<file path="src/rtl/core/hlb_pkg.sv">
// ----------------------------------------------------------------------------
// hlb_pkg: shared definitions for the hex literal to bytes unit
// Phase codes, the result record and the hex digit decoder.
// ----------------------------------------------------------------------------
`default_nettype none

package hlb_pkg;

  // Default width of the per-string byte counter.
  localparam int COUNT_BITS_DEF = 16;

  // Width of the length field in a result.
  localparam int LEN_BITS = 16;

  // Phase of the string being decoded.
  localparam logic [2:0] PH_START   = 3'd0;
  localparam logic [2:0] PH_ZERO    = 3'd1;
  localparam logic [2:0] PH_HEX0    = 3'd2;
  localparam logic [2:0] PH_QUOTE   = 3'd3;
  localparam logic [2:0] PH_HEXQ    = 3'd4;
  localparam logic [2:0] PH_RAW     = 3'd5;
  localparam logic [2:0] PH_NEEDNUL = 3'd6;
  localparam logic [2:0] PH_SKIP    = 3'd7;

  // Characters of interest.
  localparam logic [7:0] CH_NUL    = 8'h00;
  localparam logic [7:0] CH_ZERO   = 8'h30;
  localparam logic [7:0] CH_NINE   = 8'h39;
  localparam logic [7:0] CH_LOW_X  = 8'h78;
  localparam logic [7:0] CH_UP_X   = 8'h58;
  localparam logic [7:0] CH_QUOTE  = 8'h27;
  localparam logic [7:0] CH_UP_A   = 8'h41;
  localparam logic [7:0] CH_UP_F   = 8'h46;
  localparam logic [7:0] CH_LOW_A  = 8'h61;
  localparam logic [7:0] CH_LOW_F  = 8'h66;
  localparam logic [7:0] LETTER_OFS = 8'd10;

  typedef struct packed {
    logic [7:0]          data;
    logic                data_valid;
    logic                last;
    logic                status;
    logic [LEN_BITS-1:0] total_length;
  } hlb_result_t;

  // Returns {is_digit, value}.
  function automatic logic [4:0] hex_digit(input logic [7:0] c);
    logic [7:0] v;
    logic       ok;
    v  = 8'd0;
    ok = 1'b0;
    if (c >= CH_ZERO && c <= CH_NINE) begin
      v  = c - CH_ZERO;
      ok = 1'b1;
    end else if (c >= CH_UP_A && c <= CH_UP_F) begin
      v  = c - CH_UP_A + LETTER_OFS;
      ok = 1'b1;
    end else if (c >= CH_LOW_A && c <= CH_LOW_F) begin
      v  = c - CH_LOW_A + LETTER_OFS;
      ok = 1'b1;
    end
    return {ok, v[3:0]};
  endfunction

endpackage

`default_nettype wire

</file>
<file path="src/rtl/core/hlb_step.sv">
// ----------------------------------------------------------------------------
// hlb_step: per-character decode step
// Works out the next string state and the result, if any, for one character.
// ----------------------------------------------------------------------------
`default_nettype none

module hlb_step #(
  parameter int COUNT_BITS = hlb_pkg::COUNT_BITS_DEF
) (
  input  wire logic [7:0]            ch,
  input  wire logic [2:0]            phase,
  input  wire logic [3:0]            high_nibble,
  input  wire logic                  pending,
  input  wire logic [COUNT_BITS-1:0] count,
  input  wire logic [COUNT_BITS-1:0] limit,
  output logic [2:0]                 phase_nxt,
  output logic [3:0]                 high_nibble_nxt,
  output logic                       pending_nxt,
  output logic [COUNT_BITS-1:0]      count_nxt,
  output logic                       res_valid,
  output hlb_pkg::hlb_result_t       res
);
  import hlb_pkg::*;

  logic [4:0]            dig;
  logic [COUNT_BITS-1:0] count_inc;
  logic                  fin;
  logic                  err;
  logic                  eff_pend;
  logic [3:0]            eff_hn;
  logic                  hex_mode;
  logic                  quoted;
  logic                  at_end;

  assign dig       = hex_digit(ch);
  assign count_inc = count + COUNT_BITS'(1);

  always_comb begin
    phase_nxt       = phase;
    high_nibble_nxt = high_nibble;
    pending_nxt     = pending;
    count_nxt       = count;
    res_valid       = 1'b0;
    res             = '0;
    fin             = 1'b0;
    err             = 1'b0;
    eff_pend        = pending;
    eff_hn          = high_nibble;
    hex_mode        = 1'b0;
    quoted          = 1'b0;
    at_end          = 1'b0;

    unique case (phase)
      PH_START: begin
        if (ch == CH_NUL) begin
          fin = 1'b1;
        end else if (ch == CH_ZERO) begin
          phase_nxt = PH_ZERO;
        end else if (ch == CH_LOW_X || ch == CH_UP_X) begin
          phase_nxt = PH_QUOTE;
        end else begin
          phase_nxt       = PH_RAW;
          count_nxt       = COUNT_BITS'(1);
          res_valid       = 1'b1;
          res.data        = ch;
          res.data_valid  = 1'b1;
        end
      end
      PH_ZERO: begin
        phase_nxt = PH_HEX0;
        if (ch != CH_LOW_X) begin
          // The leading zero stands as a high nibble of zero.
          eff_pend = 1'b1;
          eff_hn   = 4'd0;
          hex_mode = 1'b1;
        end
      end
      PH_HEX0: hex_mode = 1'b1;
      PH_QUOTE: begin
        if (ch == CH_QUOTE) begin
          phase_nxt = PH_HEXQ;
        end else begin
          fin = 1'b1;
          err = 1'b1;
        end
      end
      PH_HEXQ: begin
        hex_mode = 1'b1;
        quoted   = 1'b1;
      end
      PH_RAW: begin
        if (ch == CH_NUL) begin
          fin = 1'b1;
        end else if (count >= limit) begin
          fin = 1'b1;
          err = 1'b1;
        end else begin
          count_nxt      = count_inc;
          res_valid      = 1'b1;
          res.data       = ch;
          res.data_valid = 1'b1;
        end
      end
      PH_NEEDNUL: begin
        fin = 1'b1;
        err = (ch != CH_NUL);
      end
      default: begin
        if (ch == CH_NUL) begin
          phase_nxt = PH_START;
        end
      end
    endcase

    if (hex_mode) begin
      at_end = (ch == CH_NUL) || (quoted && ch == CH_QUOTE);
      if (at_end) begin
        // Flush an odd trailing nibble as a high nibble.
        fin = 1'b1;
        if (eff_pend) begin
          if (count >= limit) begin
            err = 1'b1;
          end else begin
            count_nxt      = count_inc;
            res.data       = {eff_hn, 4'd0};
            res.data_valid = 1'b1;
          end
        end
      end else if (!dig[4]) begin
        fin = 1'b1;
        err = 1'b1;
      end else if (eff_pend) begin
        pending_nxt    = 1'b0;
        count_nxt      = count_inc;
        res_valid      = 1'b1;
        res.data       = {eff_hn, dig[3:0]};
        res.data_valid = 1'b1;
        if (count_inc >= limit) begin
          if (quoted) begin
            fin = 1'b1;
          end else begin
            phase_nxt = PH_NEEDNUL;
          end
        end
      end else begin
        high_nibble_nxt = dig[3:0];
        pending_nxt     = 1'b1;
      end
    end

    if (fin) begin
      res_valid    = 1'b1;
      res.last     = 1'b1;
      res.status   = err;
      if (err) begin
        res.data       = 8'd0;
        res.data_valid = 1'b0;
      end else begin
        res.total_length = LEN_BITS'(count_nxt);
      end
      phase_nxt       = (ch == CH_NUL) ? PH_START : PH_SKIP;
      high_nibble_nxt = 4'd0;
      pending_nxt     = 1'b0;
      count_nxt       = '0;
    end
  end

endmodule

`default_nettype wire

</file>
<file path="src/rtl/core/hex_literal_to_bytes_unit.sv">
// ----------------------------------------------------------------------------
// hex_literal_to_bytes_unit: streaming decoder of SQL-style hex literals
// Flow: a character accepted into the input register is decoded once the result
//   register has room, and its result, if any, is shown there until taken.
// Throughput: one character per cycle while the output is not stalled, set by
//   the single decode step between the input register and the result register.
// Reset (rst_n low, synchronous): both registers empty, string state at the
//   start of a string, byte limit 65535 (capped at the counter's range).
// ----------------------------------------------------------------------------
`default_nettype none

module hex_literal_to_bytes_unit #(
  parameter int COUNT_BITS = hlb_pkg::COUNT_BITS_DEF
) (
  input  wire logic                         clk,
  input  wire logic                         rst_n,
  // Character requests.
  input  wire logic                         in_valid,
  output logic                              in_stall,
  input  wire logic [7:0]                   in_char,
  // Result requests.
  output logic                              out_valid,
  input  wire logic                         out_stall,
  output logic [7:0]                        out_byte,
  output logic                              out_byte_valid,
  output logic                              out_last,
  output logic                              out_status,
  output logic [hlb_pkg::LEN_BITS-1:0]      out_total_length,
  // Byte limit register write.
  input  wire logic                         cfg_valid,
  output logic                              cfg_ready,
  input  wire logic [15:0]                  cfg_data
);
  import hlb_pkg::*;

  // Greatest value the byte counter can hold, and the limit after reset.
  localparam logic [32:0] CAP       = (33'd1 << COUNT_BITS) - 33'd1;
  localparam logic [32:0] RST_LIMIT = (CAP < 33'd65535) ? CAP : 33'd65535;

  // Input register: one character waiting for the decode step.
  logic                  in_valid_r;
  logic [7:0]            in_char_r;

  // String state.
  logic [2:0]            phase_r;
  logic [3:0]            high_nibble_r;
  logic                  pending_r;
  logic [COUNT_BITS-1:0] count_r;
  logic [2:0]            phase_nxt;
  logic [3:0]            high_nibble_nxt;
  logic                  pending_nxt;
  logic [COUNT_BITS-1:0] count_nxt;

  // Effective byte limit, already clamped to one and to the counter range.
  logic [COUNT_BITS-1:0] limit_r;
  logic [COUNT_BITS-1:0] limit_nxt;
  logic [32:0]           cfg_wide;

  // Result register.
  logic                  out_valid_r;
  hlb_result_t           out_r;

  logic                  res_valid;
  hlb_result_t           res;
  logic                  out_free;
  logic                  fire;

  // The result register can take a new result when it is empty or its
  // current result leaves at this edge. The decode step only runs then,
  // so a character is never decoded without room for what it produces.
  assign out_free = !out_valid_r || !out_stall;
  assign fire     = in_valid_r && out_free;

  // The input register accepts a new character when it is empty or its current
  // one moves on in this cycle, so characters stream at one per cycle unless stalled.
  assign in_stall  = in_valid_r && !out_free;
  assign cfg_ready = 1'b1;

  hlb_step #(
    .COUNT_BITS(COUNT_BITS)
  ) u_step (
    .ch              (in_char_r),
    .phase           (phase_r),
    .high_nibble     (high_nibble_r),
    .pending         (pending_r),
    .count           (count_r),
    .limit           (limit_r),
    .phase_nxt       (phase_nxt),
    .high_nibble_nxt (high_nibble_nxt),
    .pending_nxt     (pending_nxt),
    .count_nxt       (count_nxt),
    .res_valid       (res_valid),
    .res             (res)
  );

  // A limit of zero behaves as one; anything past the counter range is capped.
  always_comb begin
    cfg_wide = {17'd0, cfg_data};
    if (cfg_wide == 33'd0) begin
      cfg_wide = 33'd1;
    end
    if (cfg_wide > CAP) begin
      cfg_wide = CAP;
    end
    limit_nxt = cfg_wide[COUNT_BITS-1:0];
  end

  // Control state.
  always_ff @(posedge clk) begin
    if (!rst_n) begin
      in_valid_r    <= 1'b0;
      out_valid_r   <= 1'b0;
      phase_r       <= PH_START;
      high_nibble_r <= 4'd0;
      pending_r     <= 1'b0;
      count_r       <= '0;
      limit_r       <= RST_LIMIT[COUNT_BITS-1:0];
    end else begin
      if (in_valid && !in_stall) begin
        in_valid_r <= 1'b1;
      end else if (fire) begin
        in_valid_r <= 1'b0;
      end

      if (fire && res_valid) begin
        out_valid_r <= 1'b1;
      end else if (out_valid_r && !out_stall) begin
        out_valid_r <= 1'b0;
      end

      if (fire) begin
        phase_r       <= phase_nxt;
        high_nibble_r <= high_nibble_nxt;
        pending_r     <= pending_nxt;
        count_r       <= count_nxt;
      end

      if (cfg_valid && cfg_ready) begin
        limit_r <= limit_nxt;
      end
    end
  end

  // Payload registers need no reset.
  always_ff @(posedge clk) begin
    if (in_valid && !in_stall) begin
      in_char_r <= in_char;
    end
    if (fire && res_valid) begin
      out_r <= res;
    end
  end

  assign out_valid        = out_valid_r;
  assign out_byte         = out_r.data;
  assign out_byte_valid   = out_r.data_valid;
  assign out_last         = out_r.last;
  assign out_status       = out_r.status;
  assign out_total_length = out_r.total_length;

endmodule

`default_nettype wire
</file>
<file path="config.mk">
export PLATFORM = sky130hd
export DESIGN_NAME = hex_literal_to_bytes_unit
export DESIGN_NICKNAME = d
export VERILOG_FILES = /design/src/rtl/core/hlb_pkg.sv /design/src/rtl/core/hlb_step.sv /design/src/rtl/core/hex_literal_to_bytes_unit.sv
export SDC_FILE = /design/constraint.sdc
export NUM_CORES = 1
export LEC_CHECK = 0
export CORE_MARGIN = 4
export CORE_UTILIZATION = 28
export CTS_CLUSTER_SIZE = 8
export DETAILED_ROUTE_END_ITERATION = 10
export DONT_BUFFER_PORTS = 1
export PLACE_DENSITY_LB_ADDON = 0.1
export SLEW_MARGIN = 10
export SYNTH_ARGS = -nofsm -noshare
export SYNTH_HDL_FRONTEND = slang
export SYNTH_HIERARCHICAL = 1
export SYNTH_SLANG_ARGS = --single-unit
</file>
<file path="constraint.sdc">
create_clock -name clk -period 8.5 [get_ports clk]
set_input_delay 0.85 -clock clk [delete_from_list [all_inputs] [get_ports clk]]
set_output_delay 0.85 -clock clk [all_outputs]
set_load 0.005 [all_outputs]
</file>
==> flow_summary.toml <==
[synthesis]
netlist_area_mm2 = 0.00498
yosysSeqAreaShare_pct = 38.0
async_reset_ff_share_pct = 0
synth_nets = 606
syn_inst = 541
yosys_warnings = 6
synth_edf_count = 35
synth-seq-cells = 77
avgSynthCellArea_um2 = 9.21
ys.flop_type = "dfxtp_1"
synth_cell_types = 73

[global_routing]
track_usage_pct = 13.6
antenna_found_initial = 0
globalRouteOverflowTotal = 0
grt_max_degree = 44
grt_pass1_vias = 3768
grt_pass1_wl_um = 21400

[drt]
first_pass_iters = 5
ant_nets = 0
avgViaCountPerCell = 5.04
drt_iter0_drc = 207
wl_per_cell_um = 17.4
drc = 0
wl_um = 13200
routed-via-count = 3813

[critical_path]
worst_setup_path_start_kind = "flop"
critPathMaxFanout = 29
endpoint_kind = "flop"
required_ns = 8.55
critPathKind = "flop to flop"
arrival_ns = 4.73
worstSetupStartpoint = "count_r[3]$_SDFFE_PN0P_"
timing.rr.start = "count_r[3]$_SDFFE_PN0P_"

[power_and_ir_drop]
switching_share_pct = 28.6
combPwrFrac_pct = 12.5
clockPowerShare_pct = 40.4
p_per_area_mw_per_mm2 = 170
seqPwrFrac_pct = 47.1
leakage_uw = 0.00215
switchingPower_uw = 262
ir_worst_vdd_uv = 128
p_int_uw = 653

[final_layout]
antenna_cells = 0
regArea_mm2 = 0.00189
multiInputGateArea_mm2 = 0.00283
drive_gt1_share_pct = 12.2
final_cells = 757
finalNetCount = 592
n_fill_cell = 1830
fin_area_mm2 = 0.00538
area_growth_pct = 8.06

[hold_path]
worstHoldStart = "limit_r[1]$_SDFFE_PN1P_"
hp-class = "flop to flop"

[die]
pin_count = 59
start_util_pct = 28.7
die_h_um = 141
coreArea_mm2 = 0.0174
die_area_mm2 = 0.0200
die_x_um = 141
rows = 48

[clock_network]
cts_resized = 0
cts_sinks = 77
hold_buffers = 0
post-cts-setup-buffers = 0
cts_tree = "yes"
path_clk_slew_ns = 0.06
htreeDepth = 3
clk_latency_ns = 0.35
clk_path_buf_depth = 2
cts_buffers = 9
root_buffer = "clkbuf_16"

[timing]
rsz0062_at_grt = "false"
fmax_ghz = 0.214
post-route-period-util_pct = 55.1
worst_pin_slew_ns = 1.01
holdWs_ns = 0.478
setup_viol = 0
finalHoldViolCount = 0
slew_violations = 0
skew_ns = 0.0111
fin_crit_ns = 4.68
slew_headroom_pct = 33.0
tns_ns = 0

[status]
status = "finished clean"

[placement]
portBuffers = 0
place_hpwl_um = 9920
dp.cells = 740
place_area_mm2 = 0.00509
place.gp.congestion = 0.824

[run]
maxCapViolCount = 0
sequential cells by signal, indices dropped and copies added, names as in the netlist:
register	cells
count_r	16
limit_r	16
out_total_length	16
in_char_r	8
out_byte	8
high_nibble_r	4
phase_r	3
in_valid_r	1
out_byte_valid	1
out_last	1
out_status	1
out_valid	1
pending_r	1
synthesized netlist by cell type (3+ instances only):
cell / instances / area share (%)
nand2_1: 93 / 7.0
nor2_1: 54 / 4.1
dfxtp_1: 42 / 17
ha_1: 36 / 9.0
edfxtp_1: 35 / 21
a21oi_1: 28 / 2.8
inv_1: 23 / 1.7
a21boi_2: 20 / 4.5
mux2i_1: 18 / 3.6
o21ai_0: 16 / 1.6
a22oi_1: 11 / 1.7
buf_2: 7 / 0.70
buf_6: 7 / 1.6
nand3_1: 7 / 0.70
nand4_1: 7 / 0.88
xnor2_1: 7 / 1.2
clkbuf_1: 6 / 0.45
nor2b_1: 6 / 0.75
nor3_1: 6 / 0.60
nor4_1: 6 / 0.75
xor2_1: 6 / 1.1
a21o_1: 5 / 0.75
a22oi_2: 5 / 1.3
and2_1: 5 / 0.63
buf_4: 5 / 0.75
nand2b_1: 5 / 0.63
a211oi_1: 4 / 0.60
a21boi_0: 4 / 0.60
a22o_1: 4 / 0.70
o21a_1: 4 / 0.60
or2_2: 4 / 0.50
and4_1: 3 / 0.53
nor3b_1: 3 / 0.45
or3_1: 3 / 0.38
power by group through the flow:
stage	clock network [uW]	logic [uW]	registers, uW
2_1_floorplan	0	105	428
3_3_place_gp	0	114	439
3_5_place_dp	0	113	440
4_1_cts	386	114	432
5_1_grt	403	128	434
6_report	370	114	431
cell type report:
cell class	instances	share of cell area, %
clock buffers	9	4.18
clock inverters	7	1.07
inverters	23	1.60
multi-input cells	415	52.5
flip-flops and latches	77	35.1
well taps	225	5.23
repair buffers	1	0.279
per-stage QoR:
step | utilization, % | setup WS [ns] | power [uW]
floorplan | - | 4.55 | 533
global placement | 29.3 | 3.57 | 553
detailed placement | 29.3 | 3.49 | 553
CTS | 30.9 | 3.46 | 932
global route | 31.0 | 3.49 | 964
finish | 31.0 | 3.82 | 915
worst max-delay path, cell delays in order, from the launching register on:
cell and delay (ns):
dfxtp_1 0.48, and4_1 0.29, and4_1 0.29, nand4_1 0.15, o21a_1 0.23, or2_2 0.30
ha_1 0.30, nand4_1 0.10, a21o_1 0.15, o21ai_0 0.24, a211o_1 0.84, or3_1 0.27
and2_1 0.49, buf_8 0.24
final timing paths:
kind                            slack [ns]                            end  cells after the start
worst max-delay path                  3.82  out_total_length[6]$_DFFE_PP_                     13
worst min-delay path                  0.48        limit_r[1]$_SDFFE_PN1P_                      2
worst min register to register        0.48        limit_r[1]$_SDFFE_PN1P_                      2
worst max register to register        3.82  out_total_length[6]$_DFFE_PP_                     13
kinds of logic after synthesis:
logic type | count (synthesis) | synth area share (%)
buf+inv | 49 | 5.30
other cells | 1 | 0.0753
flops | 77 | 38.0
simple gates | 220 | 21.5
mux | 19 | 3.84
fa+ha+maj | 36 | 9.04
xor+xnor | 13 | 2.29
compound gates | 126 | 20.0
metal layers:
metal / routed length (um) / share of wire (%) / vias to the layer above / GRT usage, %
met1: 7210 / 55 / 1789 / 21.4
met4: 143 / 1.1 / 0 / 3.48
li1: - / - / 1908 / -
met3: 811 / 6.2 / 9 / 3.57
met5: 0 / 0 / - / 0
met2: 4990 / 38 / 107 / 18.1
cell usage in the layout (no fill, tap or decap), types with 3 or more instances in the layout:
| cell | n |
|---|---|
| a211oi_1 | 4 |
| a21boi_0 | 4 |
| a21boi_2 | 20 |
| a21o_1 | 5 |
| a21oi_1 | 28 |
| a22o_1 | 4 |
| a22oi_1 | 11 |
| a22oi_2 | 5 |
| and2_1 | 5 |
| and4_1 | 3 |
| clkbuf_16 | 9 |
| dfxtp_1 | 42 |
| edfxtp_1 | 35 |
| ha_1 | 36 |
| inv_1 | 23 |
| mux2i_1 | 18 |
| nand2_1 | 93 |
| nand2b_1 | 5 |
| nand3_1 | 7 |
| nand4_1 | 7 |
| nor2_1 | 54 |
| nor2b_1 | 6 |
| nor3_1 | 6 |
| nor3b_1 | 3 |
| nor4_1 | 6 |
| o21a_1 | 4 |
| o21ai_0 | 16 |
| or2_2 | 4 |
| or3_1 | 3 |
| xnor2_1 | 7 |
| xor2_1 | 6 |
Note: power is estimated with default switching activity, not from simulation.
